`src/design/mrc_pkg.sv`:
```
package mrc_pkg;

    // digit store geometry
    localparam int MAX_DIGITS = 8;
    localparam int DIGIT_BITS = 8;
    localparam int NUM_SLOTS  = 8;
    localparam int IDX_W      = 3;
    localparam int CNT_W      = 4;

    // field widths
    localparam int KEY_W     = 64;
    localparam int KIND_W    = 2;
    localparam int TABLE_W   = 64;
    localparam int SLOT_W    = 8;
    localparam int RADIX_W   = SLOT_W + 1;
    localparam int REM_W     = SLOT_W;
    localparam int CFG_IDX_W = 1;
    localparam int DIV_STEPS = 8;
    localparam int DIV_CNT_W = 3;

    localparam logic [RADIX_W-1:0] RADIX_LIMIT = RADIX_W'(1 << DIGIT_BITS);

    typedef logic [DIGIT_BITS-1:0] t_digit;

    typedef enum logic [KIND_W-1:0] {
        KIND_CLEAR   = 2'd0,
        KIND_ADVANCE = 2'd1,
        KIND_LOAD    = 2'd2,
        KIND_READ    = 2'd3
    } t_kind;

    typedef enum logic [CFG_IDX_W-1:0] {
        REG_DIGIT_COUNT = 1'd0,
        REG_RADIX_TABLE = 1'd1
    } t_reg_idx;

    typedef enum logic [2:0] {
        S_IDLE,
        S_ADV,
        S_DIV_GO,
        S_DIV_WAIT,
        S_KEY,
        S_OUT
    } t_state;

    // radix of one digit, from its table byte, limited to the digit width
    function automatic logic [RADIX_W-1:0] radix_of(input logic [TABLE_W-1:0] tbl,
                                                     input logic [IDX_W-1:0] k);
        logic [RADIX_W-1:0] r;
        r = {1'b0, tbl[SLOT_W*k +: SLOT_W]} + RADIX_W'(1);
        if (r > RADIX_LIMIT) begin
            r = RADIX_LIMIT;
        end
        return r;
    endfunction

    // digits in use: zero counts as one, large counts saturate
    function automatic logic [CNT_W-1:0] used_digits(input logic [CNT_W-1:0] c);
        logic [CNT_W-1:0] n;
        n = c;
        if (n == '0) begin
            n = CNT_W'(1);
        end else if (n > CNT_W'(MAX_DIGITS)) begin
            n = CNT_W'(MAX_DIGITS);
        end
        return n;
    endfunction

endpackage

```
`src/design/mixed_radix_counter.sv`:
```
// mixed-radix odometer, one request in flight, one result per request
// clear and read go straight to the key pass; advance first ripples the carry, one digit per cycle
// load: one division per digit on the shared divider (8 quotient bits per cycle)
// key_out is built by one 64x9 multiply-add per digit, one digit per cycle
// input ready only in idle; a finished result waits in the output register
// synchronous active-low reset: digits zero, digit count 1, radix table 0
module mixed_radix_counter (
    input  logic                        i_clk,
    input  logic                        i_rst_n,
    // config write port
    input  logic                        i_cfg_we,
    input  logic [mrc_pkg::CFG_IDX_W-1:0] i_cfg_index,
    input  logic [mrc_pkg::TABLE_W-1:0] i_cfg_data,
    // request side
    input  logic                        i_s_axis_tvalid,
    output logic                        o_s_axis_tready,
    input  logic [63:0]                 i_s_axis_tdata,  // [63:0] key_in
    input  logic [1:0]                  i_s_axis_tuser,  // [1:0] kind
    // result side
    output logic                        o_m_axis_tvalid,
    input  logic                        i_m_axis_tready,
    output logic [127:0]                o_m_axis_tdata,  // [63:0] digits_out, [127:64] key_out
    output logic                        o_m_axis_tuser   // [0] in_range
);
    import mrc_pkg::*;

    t_state               r_state;
    t_state               n_state;
    logic [IDX_W-1:0]     r_idx;
    logic                 r_flag;
    logic [KEY_W-1:0]     r_key;
    logic [KEY_W-1:0]     r_lin;
    t_digit               r_digit [NUM_SLOTS];
    logic [CNT_W-1:0]     r_digit_count;
    logic [TABLE_W-1:0]   r_radix_table;
    logic                 r_out_valid;
    logic [127:0]         r_out_data;
    logic                 r_out_flag;

    logic                 w_accept;
    logic                 w_out_free;
    logic [CNT_W-1:0]     w_n;
    logic [IDX_W-1:0]     w_last;
    logic [RADIX_W-1:0]   w_radix;
    logic [RADIX_W-1:0]   w_adv_val;
    logic                 w_adv_fits;
    logic [KEY_W-1:0]     w_mac;
    logic [KEY_W-1:0]     w_packed;
    logic                 w_div_start;
    logic                 w_div_done;
    logic [KEY_W-1:0]     w_div_quo;
    logic [REM_W-1:0]     w_div_rem;

    mrc_divider u_div (
        .i_clk       (i_clk),
        .i_rst_n     (i_rst_n),
        .i_start     (w_div_start),
        .i_dividend  (r_key),
        .i_divisor   (w_radix),
        .o_done      (w_div_done),
        .o_quotient  (w_div_quo),
        .o_remainder (w_div_rem)
    );

    // shared datapath terms for the current digit, and handshake terms
    always_comb begin
        w_n        = used_digits(r_digit_count);
        w_last     = IDX_W'(w_n - CNT_W'(1));
        w_radix    = radix_of(r_radix_table, r_idx);
        w_adv_val  = RADIX_W'(r_digit[r_idx]) + RADIX_W'(1);
        w_adv_fits = (w_adv_val < w_radix);
        w_mac      = r_lin * KEY_W'(w_radix) + KEY_W'(r_digit[r_idx]);
        w_out_free = !r_out_valid || i_m_axis_tready;
        w_accept   = i_s_axis_tvalid && (r_state == S_IDLE);
    end

    // packed digits, unused bytes read zero
    always_comb begin
        w_packed = '0;
        for (int k = 0; k < NUM_SLOTS; k++) begin
            if (CNT_W'(k) < w_n) begin
                w_packed[SLOT_W*k +: SLOT_W] = SLOT_W'(r_digit[k]);
            end
        end
    end

    // next state
    always_comb begin
        n_state = r_state;
        case (r_state)
            S_IDLE: begin
                if (i_s_axis_tvalid) begin
                    case (t_kind'(i_s_axis_tuser))
                        KIND_ADVANCE: n_state = S_ADV;
                        KIND_LOAD:    n_state = S_DIV_GO;
                        default:      n_state = S_KEY;
                    endcase
                end
            end
            S_ADV: begin
                if (w_adv_fits || r_idx == '0) begin
                    n_state = S_KEY;
                end
            end
            S_DIV_GO: n_state = S_DIV_WAIT;
            S_DIV_WAIT: begin
                if (w_div_done) begin
                    n_state = (r_idx == '0) ? S_KEY : S_DIV_GO;
                end
            end
            S_KEY: begin
                if (r_idx == w_last) begin
                    n_state = S_OUT;
                end
            end
            S_OUT: begin
                if (w_out_free) begin
                    n_state = S_IDLE;
                end
            end
            default: n_state = S_IDLE;
        endcase
    end

    // sequencer outputs
    always_comb begin
        o_s_axis_tready = (r_state == S_IDLE);
        w_div_start     = (r_state == S_DIV_GO);
    end

    // state, config and datapath registers
    always_ff @(posedge i_clk) begin
        if (!i_rst_n) begin
            r_state       <= S_IDLE;
            r_out_valid   <= 1'b0;
            r_digit_count <= CNT_W'(1);
            r_radix_table <= '0;
            r_idx         <= '0;
            for (int k = 0; k < NUM_SLOTS; k++) begin
                r_digit[k] <= '0;
            end
        end else begin
            r_state <= n_state;

            // config writes
            if (i_cfg_we) begin
                case (t_reg_idx'(i_cfg_index))
                    REG_DIGIT_COUNT: r_digit_count <= i_cfg_data[CNT_W-1:0];
                    REG_RADIX_TABLE: r_radix_table <= i_cfg_data;
                    default: ;
                endcase
            end

            if (r_out_valid && i_m_axis_tready && r_state != S_OUT) begin
                r_out_valid <= 1'b0;
            end

            case (r_state)
                S_IDLE: begin
                    if (w_accept) begin
                        r_key  <= i_s_axis_tdata;
                        r_lin  <= '0;
                        r_flag <= (t_kind'(i_s_axis_tuser) != KIND_ADVANCE);
                        if (t_kind'(i_s_axis_tuser) == KIND_ADVANCE ||
                            t_kind'(i_s_axis_tuser) == KIND_LOAD) begin
                            r_idx <= w_last;
                        end else begin
                            r_idx <= '0;
                        end
                        for (int k = 0; k < NUM_SLOTS; k++) begin
                            if (t_kind'(i_s_axis_tuser) == KIND_CLEAR) begin
                                r_digit[k] <= '0;
                            end else if (t_kind'(i_s_axis_tuser) == KIND_LOAD &&
                                         CNT_W'(k) >= w_n) begin
                                r_digit[k] <= '0;
                            end
                        end
                    end
                end
                // ripple carry from the least significant digit
                S_ADV: begin
                    if (w_adv_fits) begin
                        r_digit[r_idx] <= w_adv_val[DIGIT_BITS-1:0];
                        r_flag         <= 1'b1;
                        r_idx          <= '0;
                    end else begin
                        r_digit[r_idx] <= '0;
                        if (r_idx != '0) begin
                            r_idx <= r_idx - IDX_W'(1);
                        end
                    end
                end
                // one digit per division, least significant first
                S_DIV_WAIT: begin
                    if (w_div_done) begin
                        r_digit[r_idx] <= w_div_rem[DIGIT_BITS-1:0];
                        r_key          <= w_div_quo;
                        if (r_idx == '0) begin
                            r_flag <= (w_div_quo == '0);
                        end else begin
                            r_idx <= r_idx - IDX_W'(1);
                        end
                    end
                end
                // horner accumulation of the key, most significant first
                S_KEY: begin
                    r_lin <= w_mac;
                    if (r_idx != w_last) begin
                        r_idx <= r_idx + IDX_W'(1);
                    end
                end
                S_OUT: begin
                    if (w_out_free) begin
                        r_out_valid <= 1'b1;
                        r_out_data  <= {r_lin, w_packed};
                        r_out_flag  <= r_flag;
                    end
                end
                default: ;
            endcase
        end
    end

    assign o_m_axis_tvalid = r_out_valid;
    assign o_m_axis_tdata  = r_out_data;
    assign o_m_axis_tuser  = r_out_flag;

endmodule

```
`src/design/mrc_divider.sv`:
```
module mrc_divider (
    input  logic                        i_clk,
    input  logic                        i_rst_n,
    input  logic                        i_start,
    input  logic [mrc_pkg::KEY_W-1:0]   i_dividend,
    input  logic [mrc_pkg::RADIX_W-1:0] i_divisor,
    output logic                        o_done,
    output logic [mrc_pkg::KEY_W-1:0]   o_quotient,
    output logic [mrc_pkg::REM_W-1:0]   o_remainder
);
    import mrc_pkg::*;

    logic                 r_busy;
    logic                 r_done;
    logic [DIV_CNT_W-1:0] r_cnt;
    logic [KEY_W-1:0]     r_quo;
    logic [REM_W-1:0]     r_rem;
    logic [RADIX_W-1:0]   r_div;

    logic [REM_W-1:0]     n_rem;
    logic [DIV_STEPS-1:0] n_qbits;

    // eight restoring steps per cycle, top dividend bits first
    always_comb begin
        logic [RADIX_W-1:0] t;
        n_rem   = r_rem;
        n_qbits = '0;
        for (int j = 0; j < DIV_STEPS; j++) begin
            t = {n_rem, r_quo[KEY_W-1-j]};
            if (t >= r_div) begin
                n_rem                    = REM_W'(t - r_div);
                n_qbits[DIV_STEPS-1-j]   = 1'b1;
            end else begin
                n_rem = REM_W'(t);
            end
        end
    end

    // dividend shifts out on top while quotient bits shift in below
    always_ff @(posedge i_clk) begin
        if (!i_rst_n) begin
            r_busy <= 1'b0;
            r_done <= 1'b0;
            r_cnt  <= '0;
        end else begin
            r_done <= !i_start && r_busy && (r_cnt == DIV_CNT_W'(DIV_STEPS - 1));
            if (i_start) begin
                r_busy <= 1'b1;
                r_cnt  <= '0;
                r_quo  <= i_dividend;
                r_rem  <= '0;
                r_div  <= i_divisor;
            end else if (r_busy) begin
                r_quo <= {r_quo[KEY_W-DIV_STEPS-1:0], n_qbits};
                r_rem <= n_rem;
                r_cnt <= r_cnt + DIV_CNT_W'(1);
                if (r_cnt == DIV_CNT_W'(DIV_STEPS - 1)) begin
                    r_busy <= 1'b0;
                end
            end
        end
    end

    assign o_done      = r_done;
    assign o_quotient  = r_quo;
    assign o_remainder = r_rem;

endmodule

```
`config.mk`:
```
export PLATFORM = sky130hd
export DESIGN_NAME = mixed_radix_counter
export DESIGN_NICKNAME = d
export VERILOG_FILES = /design/src/design/mrc_pkg.sv /design/src/design/mixed_radix_counter.sv /design/src/design/mrc_divider.sv
export SDC_FILE = /design/constraint.sdc
export NUM_CORES = 2
export LEC_CHECK = 0
export BUFFER_PORTS_ARGS = -buffer_cell sky130_fd_sc_hd__buf_2
export CELL_PAD_IN_SITES_DETAIL_PLACEMENT = 1
export CELL_PAD_IN_SITES_GLOBAL_PLACEMENT = 1
export CORE_UTILIZATION = 30
export CTS_BUF_LIST = sky130_fd_sc_hd__clkbuf_4 sky130_fd_sc_hd__clkbuf_8 sky130_fd_sc_hd__clkbuf_16
export DETAILED_ROUTE_END_ITERATION = 10
export GPL_ROUTABILITY_DRIVEN = 1
export PLACE_DENSITY = 0.66
export SYNTH_ARGS = -nofsm -noshare
export SYNTH_HDL_FRONTEND = slang
export SYNTH_SLANG_ARGS = --single-unit
```
`constraint.sdc`:
```
create_clock -name i_clk -period 17.3 [get_ports i_clk]
set_input_delay 0 -clock i_clk [delete_from_list [all_inputs] [get_ports i_clk]]
set_output_delay 0 -clock i_clk [all_outputs]
set_load 0.005 [all_outputs]
```
Yosys cells after proc, flatten, opt, wreduce, memory -nomap -nowiden
Memory sizes are Yosys's and may differ from the RTL's. A register that Yosys moved wholly into a read port is not among the register bits.
Cells that the tools add are included.

word-level totals
  bits in registers = 355
  memory bits (writable) = 64
  input bits = 136
  output and inout port bits = 131
  word-level logic and storage cells = 296
  memories = 1

memories
  memory   depth  width  rd ports  clocked after memory_dff  wr ports  line                       source
  r_digit  8      8      9         9                         8         mixed_radix_counter.sv:33  t_digit r_digit [NUM_SLOTS];

cells by class
  add/sub/neg operators = 15
  multipliers = 1
  order comparisons = 27
  eq/ne operators = 23
  shift-type cells = 1
  multiplexer cells = 143
  bitwise logic cells = 20
  reductions and logical operators = 49

operators by type and width
  operator                                                    number
  two-way mux 64 bit                                          5
  case mux 64 bit (2 select lines)                            2
  two-way mux 8 bit                                           28
  two-way mux 1 bit                                           85
  >= comparator 9 bit                                         8
  adder 64 x 8 -> 64 bit                                      1
  logical NOT 64 bit                                          1
  multiplier 64 x 9 -> 64 bit                                 1
  variable part select 64 x 7 -> 8 bit                        1
  subtractor 8 bit                                            8
  two-way mux 3 bit                                           16
  adder 8 x 1 -> 9 bit (second input constant)                2
  OR 1 bit                                                    18
  case mux 3 bit (6 select lines)                             1
  >= comparator 3 x 4 -> 1 bit (first input constant)         4
  less-than comparator 3 x 4 -> 1 bit (first input constant)  4
  inequality test 2 bit (second input constant)               8
  logical AND 1 bit                                           13
  case mux 3 bit (4 select lines)                             1
  AND reduction 6 bit                                         2
  logical NOT 1 bit                                           10
  == test 3 bit (second input constant)                       3
  > comparator 9 bit (second input constant)                  1
  less-than comparator 9 bit                                  1
  other kinds (33)                                            55

Logic depth before layout (Yosys ltp)
  depth after elaboration = 18
  depth in mapped cells = 78
  gate-level depth less buffers = 75

Cells and area by module
A second synthesis with hierarchy kept.

unflattened totals
  cell total of the unflattened synthesis = 3,811
  area, all modules = 40,864.2 um^2

modules (own cells, without submodules)
  module               times used  cells an instance  area each (um^2)  seq. area each (um^2)
  mixed_radix_counter  1           3,120              33,652.3          11,230.8
  mrc_divider          1           691                7,211.9           2,532.4

Least setup slack after synthesis
Ideal clock, no wire load.

  path kind = flip-flop to flip-flop
  start = reg u_div.r_div[1]
  end = reg u_div.r_rem[7], in the netlist u_div.o_remainder[7] (data pin)
  library setup time = 0.132 ns
  arrival = 15.076 ns
  data required time = 17.168 ns
  path slack = 2.092 ns
  cell stages (with the launch flop) = 71
  period minus slack after synthesis = 15.208 ns
  path through = edfxtp_1 -> inv_1 -> ha_1 -> nor2b_1 -> o21a_1 -> o21ai_1 -> a31oi_1 -> o21ai_1 -> nand2b_1 -> buf_2 -> a21oi_1 -> ha_1 -> nor2b_1 -> o21ai_1 -> a21boi_1 -> o31a_1 -> o31ai_2 -> clkbuf_1 -> [35 not listed] -> a21boi_0 -> o21ai_0 -> a21boi_0 -> o2111ai_1 -> nand4b_1 -> clkbuf_1 -> mux2i_1 -> ha_1 -> nor2b_1 -> o21ai_0 -> a21boi_0 -> o21ai_0 -> a21oi_1 -> o21a_1 -> o21a_1 -> o31a_1 -> nor3_1 -> a22o_1

between the ends
  longest elaborated chain between the ends = 17

ends and longest elaborated chain
  element                                                         line                                  source
  from (decl)                                                     mrc_divider.sv:18                     logic [RADIX_W-1:0] r_div;
  from (signal assigned)                                          mrc_divider.sv:52                     r_div <= i_divisor;
  subtractor 8 bit / >= comparator 9 bit (equally long branches)  mrc_divider.sv:31, mrc_divider.sv:30
  two-way mux 8 bit                                               mrc_divider.sv:30                     if (t >= r_div) begin
  subtractor 8 bit / >= comparator 9 bit (equally long branches)  mrc_divider.sv:31, mrc_divider.sv:30
  two-way mux 8 bit                                               mrc_divider.sv:30
  subtractor 8 bit / >= comparator 9 bit (equally long branches)  mrc_divider.sv:31, mrc_divider.sv:30
  two-way mux 8 bit                                               mrc_divider.sv:30
  subtractor 8 bit / >= comparator 9 bit (equally long branches)  mrc_divider.sv:31, mrc_divider.sv:30
  two-way mux 8 bit                                               mrc_divider.sv:30
  subtractor 8 bit / >= comparator 9 bit (equally long branches)  mrc_divider.sv:31, mrc_divider.sv:30
  two-way mux 8 bit                                               mrc_divider.sv:30
  subtractor 8 bit / >= comparator 9 bit (equally long branches)  mrc_divider.sv:31, mrc_divider.sv:30
  two-way mux 8 bit                                               mrc_divider.sv:30
  subtractor 8 bit / >= comparator 9 bit (equally long branches)  mrc_divider.sv:31, mrc_divider.sv:30
  two-way mux 8 bit                                               mrc_divider.sv:30
  >= comparator 9 bit / subtractor 8 bit (equally long branches)  mrc_divider.sv:30, mrc_divider.sv:31
  two-way mux 8 bit (*)                                           mrc_divider.sv:30
  two-way mux 8 bit (*)                                           mrc_divider.sv:53                     end else if (r_busy) begin
  to (signal assigned)                                            mrc_divider.sv:55                     r_rem <= n_rem;
  to (decl)                                                       mrc_divider.sv:17                     logic [REM_W-1:0] r_rem;

Mark *: on every way between the ends. The rest lies on a longest branch, timed or not. The select of a mux whose other input is x is not followed.
A chain may end at the register's enable or synchronous reset.

Final worst setup path
  start = reg u_div.r_div[5]
  end = reg u_div.r_rem[2], in the netlist u_div.o_remainder[2] (data pin)

between the ends
  longest elaborated chain between the ends = 17

ends and longest elaborated chain
  element                                                         line
  subtractor 8 bit / >= comparator 9 bit (equally long branches)  mrc_divider.sv:31, mrc_divider.sv:30
  two-way mux 8 bit                                               mrc_divider.sv:30
  subtractor 8 bit / >= comparator 9 bit (equally long branches)  mrc_divider.sv:31, mrc_divider.sv:30
  two-way mux 8 bit                                               mrc_divider.sv:30
  subtractor 8 bit / >= comparator 9 bit (equally long branches)  mrc_divider.sv:31, mrc_divider.sv:30
  two-way mux 8 bit                                               mrc_divider.sv:30
  >= comparator 9 bit / subtractor 8 bit (equally long branches)  mrc_divider.sv:30, mrc_divider.sv:31
  two-way mux 8 bit                                               mrc_divider.sv:30
  subtractor 8 bit / >= comparator 9 bit (equally long branches)  mrc_divider.sv:31, mrc_divider.sv:30
  two-way mux 8 bit                                               mrc_divider.sv:30
  subtractor 8 bit / >= comparator 9 bit (equally long branches)  mrc_divider.sv:31, mrc_divider.sv:30
  two-way mux 8 bit                                               mrc_divider.sv:30
  subtractor 8 bit / >= comparator 9 bit (equally long branches)  mrc_divider.sv:31, mrc_divider.sv:30
  two-way mux 8 bit                                               mrc_divider.sv:30
  >= comparator 9 bit / subtractor 8 bit (equally long branches)  mrc_divider.sv:30, mrc_divider.sv:31
  two-way mux 8 bit (*)                                           mrc_divider.sv:30
  two-way mux 8 bit (*)                                           mrc_divider.sv:53

Marks and branches as above.

==> run summary <==
Yosys cell types: 85
DRT Pass-1 Iters: 10
Final #Nets: 5113
# rows: 134
Avg Synthesized Cell Area: 10.1 µm²
GRT Residual Overflow: 0
synthesized net count: 4811
Core Region: 134000 µm²
Layout area overhead: 17.0%
clock root buffer: clkbuf_16
Synth Register Bits: 486
DR WL/cell: 20.3 µm
area of the multi-input gates: 24500 µm²
die width: 370 µm
failing checks: DRC
Sink Count: 486
Required @ worst endpoint: 17.72 ns
vias per inst: 4.93
fillers: 15198
chip height: 370 µm
top cells by instance count after synthesis: 758 x nand2_1, 437 x inv_1, 415 x fa_1, 403 x edfxtp_1, 228 x ha_1
Tcrit/Tclk final: 92.8%
most frequent cell on the critical path: o21ai_0
Slowest cell on crit path: ha_2
count leader, synth: nand2_1
1st-iter DRT viols: 1709
Slew HR: 15.4%
Post-synth EDFFs: 403
synthesized area: 40600 µm²
async set-or-reset flop fraction in the synthesized netlist: 0%
worst hold slack: 0.102 ns
starting density of the core: 30.3%
pin count of the biggest net entering global routing: 76
synthesis warning total: 0
CTS buffer count: 66
slowest stage delay, CP: 0.49 ns
H-tree Lvls: 3
post-synth top area cell: edfxtp_1
share of post-route cells with drive strength above 1: 13.1%
type of the tightest min-delay check: primary input to flop
largest delay contributor family on the critical path: compound AO/OA/AOI/OAI gates
Total Wirelength: 126000 µm
final setup vio count: 0
top cell type's share of synthesized area: 29.8%
Slew @ Worst Pin: 1.26 ns
dpl hpwl: 90900 µm
via count: 30409
first-pass GRT wire length: 195000 µm
initial antenna violation count: 13
# IOs: 267
element type at the critical path end: flop
flip-flop and latch area: 13800 µm²
Max Clk Rate: 62.3 MHz
final RePlAce weighted congestion: 0.826
crit path kind: flop to flop
Worst-path clk slew: 0.06 ns
crit path time final: 16.05 ns
IO buf count: 266
WP buf/inv: 5
startpoint types: flop
drt drc: 24
final hold violations: 0
clk buf depth: 3
TritonCTS clock tree: built
vias in the first global route: 33101
CP Max Fanout: 10
final worst clock skew: 0.0309 ns
dpl ws: 0.840 ns
Total GRT Usage: 18.4%
antenna viol nets, final: 0
Pins Over Slew Limit: 0
outcome: finished with violations
Layout Utilization: 35.5%
synthesized instance count: 4032
die footprint: 137000 µm²
synth top area cells: edfxtp_1 30%, fa_1 20%, ha_1 7.0%
Seq/Total Area, Yosys: 33.9%
Clock Latency Late Sink: 0.68 ns
maxcap violations: 0
setup slack after layout: 1.25 ns
dominant synthesized flop cell: edfxtp_1
WP data arrival: 16.47 ns
[final cells by class]
cell class / count / area share, %
Timing Repair Buffer: 443 / 6.32
Tap cell: 1768 / 4.66
Clock inverter: 44 / 1.20
Antenna cell: 15 / 0.0791
Clock buffer: 76 / 3.69
Multi-Input combinational cell: 2898 / 51.5
Sequential cell: 486 / 29.0
Inverter: 439 / 3.49
[path summary, 6_finish.rpt]
path,cells past startpoint,from,end,slack [ns]
min reg2reg,0,r_lin[63],o_m_axis_tdata[127],0.46
max,74,u_div.r_div[5],u_div.o_remainder[2],1.25
max reg2reg,74,u_div.r_div[5],u_div.o_remainder[2],1.25
min,4,i_m_axis_tready,o_m_axis_tvalid,0.10
[cell usage in the layout, fill, tap and decap left out, types with 53 or more instances in the layout]
| cell | synthesis | routed |
|---|---|---|
| a21boi_0 | 77 | 76 |
| a21o_1 | 54 | 53 |
| a21oi_1 | 114 | 112 |
| and2_1 | 206 | 205 |
| buf_2 | 6 | 266 |
| clkbuf_16 | 0 | 67 |
| dfxtp_1 | 83 | 83 |
| dlygate4sd3_1 | 0 | 136 |
| edfxtp_1 | 403 | 403 |
| fa_1 | 415 | 415 |
| ha_1 | 228 | 227 |
| inv_1 | 437 | 435 |
| mux2_2 | 81 | 81 |
| nand2_1 | 758 | 754 |
| nor2_1 | 222 | 221 |
| nor2b_1 | 84 | 84 |
| o21ai_0 | 93 | 92 |
| xnor2_1 | 76 | 74 |
[flip-flops by register name, indices dropped and copies added, names as in the netlist, 4 cells and up, named ones only]
signal / count
o_m_axis_tdata: 128
r_digit: 64
r_digit_count: 4
r_key: 64
r_lin: 64
r_radix_table: 64
u_div.o_quotient: 64
u_div.o_remainder: 8
u_div.r_div: 9
[layer usage]
layer | up-vias | GRT usage [%] | part of all wire [%]
met5 | - | 0 | 0
met4 | 0 | 5.75 | 2.6
met1 | 15689 | 23.3 | 43
met3 | 166 | 2.73 | 4.1
li1 | 13950 | - | -
met2 | 604 | 32.1 | 50
[kinds of logic (layout without fill, tap and decap cells)]
kind of cell	count (synthesis)	after routing	synth area share, %
simple gates	1491	1491	16.9
buf+inv	648	1002	6.11
fa+ha+maj	643	643	27.5
compound gates	512	512	8.43
flops	486	486	33.9
mux	138	138	4.58
xor+xnor	114	114	2.53
other cells	0	15	0
[stage by stage]
step | std cells | setup TNS [ns] | area [µm²]
6_report | 6169 | 0 | 47400
3_5_place_dp | 5895 | 0 | 43700
3_3_place_gp | 5895 | 0 | 43700
2_1_floorplan | 4032 | 0 | 40600
5_1_grt | 6167 | -0.0778 | 47400
4_1_cts | 6151 | 0 | 47300
[tightest hold or removal path, stage by stage]
cell,delay (ns)
buf_2,0.09
nand2b_1,0.33
o21ai_0,0.15
and2_1,0.14
[repair_timing]
item                       4_1_cts  5_1_grt
hold buffers                   136        0
setup endpoints to repair        0        9
setup buffers                    0        3
hold endpoints to repair       139        0
gates resized for setup          0       14
Power is left out: the tool's default activity adds up to more than one toggle a clock period on the data nets, which glitch-free logic cannot reach.
